--- src/dvru_pkg.sv ---
// Shared types, constants and op codes of the distance-vector route table.
// No dependencies; every other source file imports it.
`default_nettype none

package dvru_pkg;

    localparam int ROUTERS = 16;
    localparam int IDX_W   = $clog2(ROUTERS);
    localparam int COST_W  = 17;

    localparam logic [COST_W-1:0] INF_COST = COST_W'(100000);

    typedef enum logic [2:0] {
        OP_SET_LINK  = 3'd0,
        OP_LINK_DOWN = 3'd1,
        OP_DV_ENTRY  = 3'd2,
        OP_LOOKUP    = 3'd3,
        OP_ADVERT    = 3'd4
    } t_op;

    typedef struct packed {
        logic              valid;
        logic [COST_W-1:0] cost;
    } t_link;

    typedef struct packed {
        logic              known;
        logic [COST_W-1:0] cost;
        logic [IDX_W-1:0]  hop;
    } t_route;

    typedef struct packed {
        t_op               op;
        logic [IDX_W-1:0]  nbr;
        logic [IDX_W-1:0]  dest;
        logic [COST_W-1:0] val;
        logic              last;
    } t_item;

    typedef struct packed {
        logic              known;
        logic [COST_W-1:0] cost;
        logic [IDX_W-1:0]  hop;
        logic              changed;
        logic              advertise;
        logic              error;
    } t_result;

    typedef struct packed {
        logic   link_we;
        t_link  link_wdata;
        logic   route_we;
        t_route route_wdata;
        logic   pending_nxt;
    } t_update;

endpackage

`default_nettype wire

--- src/dvru_link_mem.sv ---
// Per-neighbor link memory: link cost array with registered read,
// plus a valid flop per neighbor cleared at reset. Depends on dvru_pkg.
`default_nettype none

module dvru_link_mem (
    input  wire                       i_clk,
    input  wire                       i_rst_n,
    input  wire                       i_rd_en,
    input  wire  [dvru_pkg::IDX_W-1:0] i_rd_addr,
    input  wire                       i_wr_en,
    input  wire  [dvru_pkg::IDX_W-1:0] i_wr_addr,
    input  dvru_pkg::t_link           i_wr_data,
    output dvru_pkg::t_link           o_rd_data
);
    import dvru_pkg::*;

    logic [COST_W-1:0] r_mem [ROUTERS];
    logic [ROUTERS-1:0] r_vld;
    logic [COST_W-1:0] r_rd_cost;
    logic              r_rd_vld;

    always_ff @(posedge i_clk) begin
        if (i_wr_en) begin
            r_mem[i_wr_addr] <= i_wr_data.cost;
        end
        if (i_rd_en) begin
            r_rd_cost <= r_mem[i_rd_addr];
        end
    end

    always_ff @(posedge i_clk) begin
        if (!i_rst_n) begin
            r_vld    <= '0;
            r_rd_vld <= 1'b0;
        end else begin
            if (i_wr_en) begin
                r_vld[i_wr_addr] <= i_wr_data.valid;
            end
            if (i_rd_en) begin
                r_rd_vld <= r_vld[i_rd_addr];
            end
        end
    end

    assign o_rd_data.valid = r_rd_vld;
    assign o_rd_data.cost  = r_rd_vld ? r_rd_cost : '0;

endmodule

`default_nettype wire

--- src/dvru_route_mem.sv ---
// Per-destination route memory (known, cost, hop) with registered
// read; unwritten entries read as zero via reset-cleared valid flops. Uses dvru_pkg.
`default_nettype none

module dvru_route_mem (
    input  wire                       i_clk,
    input  wire                       i_rst_n,
    input  wire                       i_rd_en,
    input  wire  [dvru_pkg::IDX_W-1:0] i_rd_addr,
    input  wire                       i_wr_en,
    input  wire  [dvru_pkg::IDX_W-1:0] i_wr_addr,
    input  dvru_pkg::t_route          i_wr_data,
    output dvru_pkg::t_route          o_rd_data
);
    import dvru_pkg::*;

    t_route             r_mem [ROUTERS];
    logic [ROUTERS-1:0] r_vld;
    t_route             r_rd_data;
    logic               r_rd_vld;

    always_ff @(posedge i_clk) begin
        if (i_wr_en) begin
            r_mem[i_wr_addr] <= i_wr_data;
        end
        if (i_rd_en) begin
            r_rd_data <= r_mem[i_rd_addr];
        end
    end

    always_ff @(posedge i_clk) begin
        if (!i_rst_n) begin
            r_vld    <= '0;
            r_rd_vld <= 1'b0;
        end else begin
            if (i_wr_en) begin
                r_vld[i_wr_addr] <= 1'b1;
            end
            if (i_rd_en) begin
                r_rd_vld <= r_vld[i_rd_addr];
            end
        end
    end

    assign o_rd_data = r_rd_vld ? r_rd_data : '0;

endmodule

`default_nettype wire

--- src/dvru_calc.sv ---
// Route update datapath: saturating add, route selection, result fields and
// write-back values for one item. Purely combinational; uses dvru_pkg.
`default_nettype none

module dvru_calc (
    input  dvru_pkg::t_item            i_item,
    input  wire  [dvru_pkg::IDX_W-1:0] i_self,
    input  dvru_pkg::t_link            i_link,
    input  dvru_pkg::t_route           i_route,
    input  wire                        i_pending,
    output dvru_pkg::t_result          o_res,
    output dvru_pkg::t_update          o_upd
);
    import dvru_pkg::*;

    logic [COST_W:0]   sum_w;
    logic [COST_W-1:0] sum;
    logic              nbr_ok;
    logic              dest_self;
    logic              take;
    logic              ch;

    assign sum_w     = {1'b0, i_item.val} + {1'b0, i_link.cost};
    assign sum       = (sum_w > {1'b0, INF_COST}) ? INF_COST : sum_w[COST_W-1:0];
    assign nbr_ok    = (i_item.nbr != i_self) && i_link.valid;
    assign dest_self = (i_item.dest == i_self);
    // Take the advertised route when unknown, cheaper, tie won by lower
    // neighbor, or the current next hop reporting a longer path.
    assign take = !dest_self &&
                  (!i_route.known || (sum < i_route.cost) ||
                   ((sum == i_route.cost) && (i_item.nbr < i_route.hop)) ||
                   ((i_route.hop == i_item.nbr) && (sum > i_route.cost)));

    always_comb begin
        o_res = '0;
        o_upd = '0;
        o_upd.pending_nxt = i_pending;
        ch = 1'b0;
        case (i_item.op)
            OP_SET_LINK: begin
                if (i_item.nbr != i_self) begin
                    ch = !i_link.valid || (i_link.cost != i_item.val) ||
                         !i_route.known || (i_route.cost != i_item.val) ||
                         (i_route.hop != i_item.nbr);
                    o_upd.link_we     = 1'b1;
                    o_upd.link_wdata  = '{valid: 1'b1, cost: i_item.val};
                    o_upd.route_we    = 1'b1;
                    o_upd.route_wdata = '{known: 1'b1, cost: i_item.val, hop: i_item.nbr};
                    o_res.known     = 1'b1;
                    o_res.cost      = i_item.val;
                    o_res.hop       = i_item.nbr;
                    o_res.changed   = ch;
                    o_res.advertise = ch;
                end
            end
            OP_LINK_DOWN: begin
                if (!nbr_ok) begin
                    o_res.error = 1'b1;
                end else begin
                    ch = !i_route.known || (i_route.cost != INF_COST);
                    o_upd.route_we    = 1'b1;
                    o_upd.route_wdata = '{known: 1'b1, cost: INF_COST, hop: i_route.hop};
                    o_res.known     = 1'b1;
                    o_res.cost      = INF_COST;
                    o_res.hop       = i_route.hop;
                    o_res.changed   = ch;
                    o_res.advertise = ch;
                end
            end
            OP_DV_ENTRY: begin
                if (!nbr_ok) begin
                    o_res.error = 1'b1;
                end else begin
                    ch = take;
                    o_upd.route_we    = take;
                    o_upd.route_wdata = '{known: 1'b1, cost: sum, hop: i_item.nbr};
                    if (dest_self) begin
                        o_res.known = 1'b1;
                        o_res.hop   = i_self;
                    end else if (take) begin
                        o_res.known = 1'b1;
                        o_res.cost  = sum;
                        o_res.hop   = i_item.nbr;
                    end else begin
                        o_res.known = i_route.known;
                        o_res.cost  = i_route.cost;
                        o_res.hop   = i_route.hop;
                    end
                    o_res.changed = ch;
                    if (i_item.last) begin
                        o_res.advertise   = i_pending || ch;
                        o_upd.pending_nxt = 1'b0;
                    end else begin
                        o_upd.pending_nxt = i_pending || ch;
                    end
                end
            end
            OP_LOOKUP: begin
                if (dest_self) begin
                    o_res.known = 1'b1;
                    o_res.hop   = i_self;
                end else begin
                    o_res.known = i_route.known;
                    o_res.cost  = i_route.cost;
                    o_res.hop   = i_route.hop;
                end
            end
            OP_ADVERT: begin
                if (!nbr_ok) begin
                    o_res.error = 1'b1;
                end else if (dest_self) begin
                    o_res.known = 1'b1;
                    o_res.hop   = i_self;
                end else if (!i_route.known) begin
                    o_res.cost = INF_COST;
                end else begin
                    // Poison reverse toward the next hop.
                    o_res.known = 1'b1;
                    o_res.hop   = i_route.hop;
                    o_res.cost  = (i_route.hop == i_item.nbr) ? INF_COST : i_route.cost;
                end
            end
            default: begin
                o_res = '0;
            end
        endcase
    end

endmodule

`default_nettype wire

--- src/distance_vector_route_update.sv ---
// Distance-vector route table of one router: channels, sequencer, output register
// and assertions. Depends on dvru_pkg, dvru_link_mem, dvru_route_mem and dvru_calc.
//
// Input channel (i_in_valid / o_in_stall): one op per beat (set_link, link_down,
//   dv_entry, lookup or advert) with neighbor, dest, value and last.
// Output channel (o_out_valid / i_out_stall): exactly one result beat per input
//   beat, in order: known, cost, route hop, changed, advertise, error.
// Config: pulse i_cfg_we with i_cfg_wdata to set this router's index; write it
//   only while no item is in flight.
// Timing: the accept edge launches the link and route memory reads; the edge that
//   leaves the compute state with the output free computes, writes back and loads
//   the output register. One item at a time, through the read-then-write pass;
//   the input stalls while the item sits in the compute state.
// Reset: synchronous, active low. Clear the neighbor and route valid flops (the
//   tables read as all zero), the self index, the pending-change flag and the
//   output valid.
// Backpressure: a stalled result holds; one more item is still accepted and read,
//   then waits in the compute state until the output frees.
`default_nettype none

module distance_vector_route_update (
    input  wire                          i_clk,
    input  wire                          i_rst_n,
    // configuration
    input  wire                          i_cfg_we,
    input  wire  [dvru_pkg::IDX_W-1:0]   i_cfg_wdata,
    // input channel
    input  wire                          i_in_valid,
    output logic                         o_in_stall,
    input  wire  [2:0]                   i_op,
    input  wire  [dvru_pkg::IDX_W-1:0]   i_neighbor,
    input  wire  [dvru_pkg::IDX_W-1:0]   i_dest,
    input  wire  [dvru_pkg::COST_W-1:0]  i_value,
    input  wire                          i_last,
    // output channel
    output logic                         o_out_valid,
    input  wire                          i_out_stall,
    output logic                         o_known,
    output logic [dvru_pkg::COST_W-1:0]  o_cost,
    output logic [dvru_pkg::IDX_W-1:0]   o_route_hop,
    output logic                         o_changed,
    output logic                         o_advertise,
    output logic                         o_error
);
    import dvru_pkg::*;

    typedef enum logic [1:0] {
        S_IDLE = 2'b01,
        S_EXEC = 2'b10
    } t_state;

    t_state            r_state, n_state;
    t_item             r_item;
    logic [IDX_W-1:0]  r_self;
    logic              r_pending;
    logic              r_out_vld;
    t_result           r_res;

    logic              in_fire;
    logic              out_free;
    logic              exec_fire;
    logic [COST_W-1:0] val_clamped;
    logic              route_addr_nbr;
    logic [IDX_W-1:0]  route_rd_addr;
    t_link             link_rd;
    t_route            route_rd;
    t_result           calc_res;
    t_update           calc_upd;

    // Accept only when no item is being worked on.
    assign o_in_stall = (r_state != S_IDLE);
    assign in_fire    = i_in_valid && !o_in_stall;
    assign out_free   = !r_out_vld || !i_out_stall;
    assign exec_fire  = (r_state == S_EXEC) && out_free;

    // Saturate oversized costs to infinity on entry.
    assign val_clamped = (i_value > INF_COST) ? INF_COST : i_value;

    // Link ops look at the route to the neighbor itself, the rest at dest.
    assign route_addr_nbr = (t_op'(i_op) == OP_SET_LINK) || (t_op'(i_op) == OP_LINK_DOWN);
    assign route_rd_addr  = route_addr_nbr ? i_neighbor : i_dest;

    dvru_link_mem u_link_mem (
        .i_clk     (i_clk),
        .i_rst_n   (i_rst_n),
        .i_rd_en   (in_fire),
        .i_rd_addr (i_neighbor),
        .i_wr_en   (exec_fire && calc_upd.link_we),
        .i_wr_addr (r_item.nbr),
        .i_wr_data (calc_upd.link_wdata),
        .o_rd_data (link_rd)
    );

    dvru_route_mem u_route_mem (
        .i_clk     (i_clk),
        .i_rst_n   (i_rst_n),
        .i_rd_en   (in_fire),
        .i_rd_addr (route_rd_addr),
        .i_wr_en   (exec_fire && calc_upd.route_we),
        .i_wr_addr (calc_upd.route_wdata.hop == r_item.nbr && r_item.op != OP_LINK_DOWN
                    && r_item.op != OP_SET_LINK ? r_item.dest : r_item.nbr),
        .i_wr_data (calc_upd.route_wdata),
        .o_rd_data (route_rd)
    );

    dvru_calc u_calc (
        .i_item    (r_item),
        .i_self    (r_self),
        .i_link    (link_rd),
        .i_route   (route_rd),
        .i_pending (r_pending),
        .o_res     (calc_res),
        .o_upd     (calc_upd)
    );

    always_comb begin
        n_state = r_state;
        case (r_state)
            S_IDLE: begin
                if (in_fire) begin
                    n_state = S_EXEC;
                end
            end
            S_EXEC: begin
                if (out_free) begin
                    n_state = S_IDLE;
                end
            end
            default: begin
                n_state = S_IDLE;
            end
        endcase
    end

    // Control state.
    always_ff @(posedge i_clk) begin
        if (!i_rst_n) begin
            r_state   <= S_IDLE;
            r_self    <= '0;
            r_pending <= 1'b0;
            r_out_vld <= 1'b0;
        end else begin
            r_state <= n_state;
            if (i_cfg_we) begin
                r_self <= i_cfg_wdata;
            end
            if (exec_fire) begin
                r_pending <= calc_upd.pending_nxt;
                r_out_vld <= 1'b1;
            end else if (!i_out_stall) begin
                r_out_vld <= 1'b0;
            end
        end
    end

    // Payload: latch the item at accept, the result when computed.
    always_ff @(posedge i_clk) begin
        if (in_fire) begin
            r_item.op   <= t_op'(i_op);
            r_item.nbr  <= i_neighbor;
            r_item.dest <= i_dest;
            r_item.val  <= val_clamped;
            r_item.last <= i_last;
        end
        if (exec_fire) begin
            r_res <= calc_res;
        end
    end

    assign o_out_valid = r_out_vld;
    assign o_known     = r_res.known;
    assign o_cost      = r_res.cost;
    assign o_route_hop = r_res.hop;
    assign o_changed   = r_res.changed;
    assign o_advertise = r_res.advertise;
    assign o_error     = r_res.error;

    // An accepted beat always moves to the compute state.
    a_accept_to_exec: assert property (@(posedge i_clk) disable iff (!i_rst_n)
        in_fire |=> (r_state == S_EXEC))
        else $error("accepted beat did not enter compute state");

    // A stalled result is never overwritten by the next item.
    a_result_held: assert property (@(posedge i_clk) disable iff (!i_rst_n)
        (r_out_vld && i_out_stall) |=> (r_out_vld && $stable(r_res)))
        else $error("stalled result lost or changed");

    // A rejected item never reports a change, an advertisement or a known route.
    a_error_clean: assert property (@(posedge i_clk) disable iff (!i_rst_n)
        (r_out_vld && r_res.error) |-> (!r_res.changed && !r_res.advertise && !r_res.known))
        else $error("errored result carries route data");

    // Any table change leaves the reported route known.
    a_change_known: assert property (@(posedge i_clk) disable iff (!i_rst_n)
        (r_out_vld && r_res.changed) |-> r_res.known)
        else $error("changed result reports unknown route");

endmodule

`default_nettype wire

--- config.mk ---
export PLATFORM = sky130hd
export DESIGN_NAME = distance_vector_route_update
export DESIGN_NICKNAME = d
export VERILOG_FILES = /design/src/dvru_pkg.sv /design/src/dvru_link_mem.sv /design/src/dvru_route_mem.sv /design/src/dvru_calc.sv /design/src/distance_vector_route_update.sv
export SDC_FILE = /design/constraint.sdc
export NUM_CORES = 1
export LEC_CHECK = 0
export BUFFER_PORTS_ARGS = -buffer_cell sky130_fd_sc_hd__buf_4
export CORE_MARGIN = 3
export CORE_UTILIZATION = 60
export CTS_BUF_LIST = sky130_fd_sc_hd__clkbuf_8
export DETAILED_ROUTE_END_ITERATION = 7
export PLACE_DENSITY = 0.77
export RECOVER_POWER = 50
export SETUP_SLACK_MARGIN = 0.2
export SLEW_MARGIN = 10
export SYNTH_ARGS = -nofsm -noshare
export SYNTH_HDL_FRONTEND = slang
export SYNTH_HIERARCHICAL = 1
export SYNTH_SLANG_ARGS = --single-unit
--- constraint.sdc ---
create_clock -name i_clk -period 12.9 [get_ports i_clk]
set_input_delay 2.58 -clock i_clk [delete_from_list [all_inputs] [get_ports i_clk]]
set_output_delay 2.58 -clock i_clk [all_outputs]
set_load 0.02 [all_outputs]
==> flow_summary.ini <==
[run_status]
status = complete, but fails checks
violations = max-capacitance violations, max-slew violations

[global_route]
grt_pass1_vias = 17200
antenna_found_initial = 1
grt.overflow.total = 0
grt_pass1_wl_um = 114000
grt_use_total = 0.278
grt_max_degree = 73

[place]
placed_cell_area_mm2 = 0.0335
post-dp-hpwl_um = 49200
gp_congestion = 0.917
port_buffers = 64

[sta]
fmax_ghz = 0.121
final_hold_viol_count = 0
relSlewSlack = -1.43
fin_crit_sh = 0.641
finalClockSkew_ps = 39.2
tightest_slew_ps = 3650
grt_setup_unrepaired = false
slew_viol_final = 378
setup_viol_count_final = 0
tns_ps = 0
period_minus_slack_ps = 8260

[synthesis]
synthCells = 1689
synth_ff_type = edfxtp_1
syn_area_mm2 = 0.0321
syn_nets = 1766
ys_seq_area_frac = 0.697
ys_warn_count = 6
ys_types = 75
synthArstFlopShare = 0
ys_seq_elements = 759
syn_avg_cell_area_um2 = 19.0
synth_edf_count = 717

[worst_setup_path]
crit_type = register to register
crit_path_end_kind = register
arrival_ps = 8660
crit_start = u_link_mem/r_rd_vld$_SDFFE_PN0P_
crit_chain = and2_1 -> ha_1 -> fa_1 -> a211oi_2 -> o31ai_2 -> o21ai_1 -> xor2_1 -> o211ai_1 -> a41oi_1 -> a21o_4 -> nand2b_2 -> ha_1 -> a21oi_1 -> o21ai_0 -> a2111oi_0 -> o21ai_0 -> a221oi_1 -> a311o_1 -> nor2b_1 -> or3_1 -> and2_1 -> nand3b_1 -> nor2_2 -> buf_4
crit_slowest_cell = dfxtp_1
r2r_start = u_link_mem/r_rd_vld$_SDFFE_PN0P_
path_max_fanout = 21
start_kind = register
slowest_delay_ps = 790
required_ps = 13300

[cts]
cts_htree_levels = 3
cts_setup_buffers = 0
numCtsBuffers = 113
clk_latency_ps = 740
clk_pin_slew_ps = 60
cts_hold_buf = 0
cts_buffer_depth = 3
cts.repair.resized = 0
cts_sinks = 759
cts-root-buf = clkbuf_8
cts_tree = yes

[route]
wl_per_cell_um = 29.5
via_per_inst = 6.58
initialDrtViolationCount = 1892
first_pass_iters = 6
vias = 17200
drt_wl_total_um = 77100
drt.antenna.violating_nets = 0
route.detailed.drc = 0

[finish]
final_area_mm2 = 0.0354
syn2layout_area_growth_pct = 10.3
regArea_mm2 = 0.0224
multi_input_area_mm2 = 0.00924
drive_gt1_frac = 0.188
fill_cells = 3399
final_util = 0.671
antennaDiodeCount = 0
nNetsFinal = 1915

[hold_path]
worstHoldStart = u_route_mem/r_vld[11]$_SDFFE_PN0P_
hold_path.class = register to register

[floorplanning]
rows = 84
start_util = 0.608
fp.dieW_um = 237
core_mm2 = 0.0528
ios = 65
dieArea_mm2 = 0.0563
die_h_um = 237

[pwr]
power.leakage_uw = 0.0130
pwr_density_cell_mw_per_mm2 = 139
max-vdd-ir-drop_mv = 0.103

[flow_run]
drv_cap = 14
-- sequential cells by signal, indices dropped and copies added, names as in the netlist --
signal and count:
u_route_mem/r_rd_vld 1, u_route_mem/r_vld 16, o_known 1, u_link_mem/r_rd_cost 17, o_out_valid 1, r_state 2
r_self 4, u_route_mem/r_mem 352, u_link_mem/r_vld 16, o_error 1, r_pending 1, u_route_mem/r_rd_data 22
o_route_hop 4, u_link_mem/r_mem 272, o_cost 17, o_advertise 1, u_link_mem/r_rd_vld 1, r_item 29
o_changed 1
-- per-layer routing --
metal  vias up  part of all wire  track usage
met4         2             0.029       0.0881
met2       910              0.47        0.431
met5         -           0.00025            0
met1      8871              0.41        0.412
met3       157             0.091       0.0530
li1       7276                 -            -
-- report_power, final --
| part | internal (uW) | switching, uW |
|---|---|---|
| registers | 2710 | 23.2 |
| clock network | 950 | 903 |
| logic | 125 | 194 |
| total | 3790 | 1120 |
-- worst paths after layout --
path	cells after the start	slack (ps)	to
max	24	4640	u_route_mem/r_mem[5][20]$_DFFE_PP_
min	1	470	u_route_mem/r_vld[11]$_SDFFE_PN0P_
max reg2reg	24	4640	u_route_mem/r_mem[5][20]$_DFFE_PP_
min reg2reg	1	470	u_route_mem/r_vld[11]$_SDFFE_PN0P_
-- cell usage after synthesis (all sizes together), types with 2 or more instances --
library cell  count  area share
nor2             62      0.0073
o21bai            9      0.0021
or3b              2     0.00055
a21o             14      0.0035
a32oi             2     0.00055
nor3             19      0.0034
buf              41       0.010
a21boi           15      0.0035
nor2b            20      0.0039
o21a             18      0.0042
a211oi            8      0.0023
or4               3     0.00082
dfxtp            42       0.026
nand3            14      0.0022
o211ai            9      0.0021
nand4            14      0.0027
nor4             11      0.0021
a221oi            5      0.0014
or3               7      0.0014
mux2              9      0.0032
nand3b            9      0.0021
o31ai             9      0.0027
nand2            50      0.0059
o21ai            49      0.0076
edfxtp          717        0.67
mux4            199        0.15
o2111a            2     0.00074
a22o              4      0.0011
xnor2            19      0.0052
mux2i            20      0.0062
and3             10      0.0020
or2               2     0.00039
a211o             4      0.0011
ha               38       0.015
a21oi            33      0.0056
xor2             23      0.0065
nand2b           19      0.0038
o22ai             2     0.00039
a22oi             6      0.0014
clkbuf           37      0.0043
and2             65       0.013
inv              29      0.0034
a221o             6      0.0019
-- area by class of cell --
type,instances,share of cell area
Clock inverter,81,0.0139
Tap cell,688,0.0243
Timing Repair Buffer,112,0.0175
Inverter,29,0.00308
Clock buffer,124,0.0482
Sequential cell,759,0.632
Multi-Input combinational cell,823,0.261
-- critical path, delay by kind of cell (launching register included) --
family	cells	cell delay, ps
xor+xnor	1	360
buf+inv	1	390
flops	1	790
simple gates	7	2250
fa+ha+maj	3	740
compound gates	12	3410
-- metrics by stage --
step           total power (uW)  setup slack [ps]  cells  hold slack (ps)
6_report                   4910              4640   2616              466
5_1_grt                    5070              4290   2616              478
4_1_cts                    4940              4840   2616              462
3_5_place_dp               3100              4930   2411              448
3_3_place_gp               3100              5110   2411              442
2_1_floorplan              3000              5650   1689              435
-- cell usage in the layout (no fill, tap or decap), types with 20 or more instances in the layout --
master      n
edfxtp_1  717
clkbuf_8  124
mux4_2    107
mux4_1     92
inv_1      72
clkbuf_1   59
nand2_1    50
buf_4      48
and2_1     42
dfxtp_1    42
nor2_1     41
o21ai_0    39
ha_1       38
a21oi_1    29
and2_0     23
xor2_1     22
clkinv_1   22
nor2_2     21
nor2b_1    20
mux2i_1    20
-- cell families after synthesis --
group	after synthesis	share of synthesized area
adders and majority gates	39	0.0154
AOI/OAI and AO/OA	202	0.0445
buffers and inverters	107	0.0180
DFF	759	0.697
and+or+nand+nor	312	0.0531
muxes	228	0.160
xor gates and xnor gates	42	0.0117
Note: power is estimated with default switching activity, not from simulation.
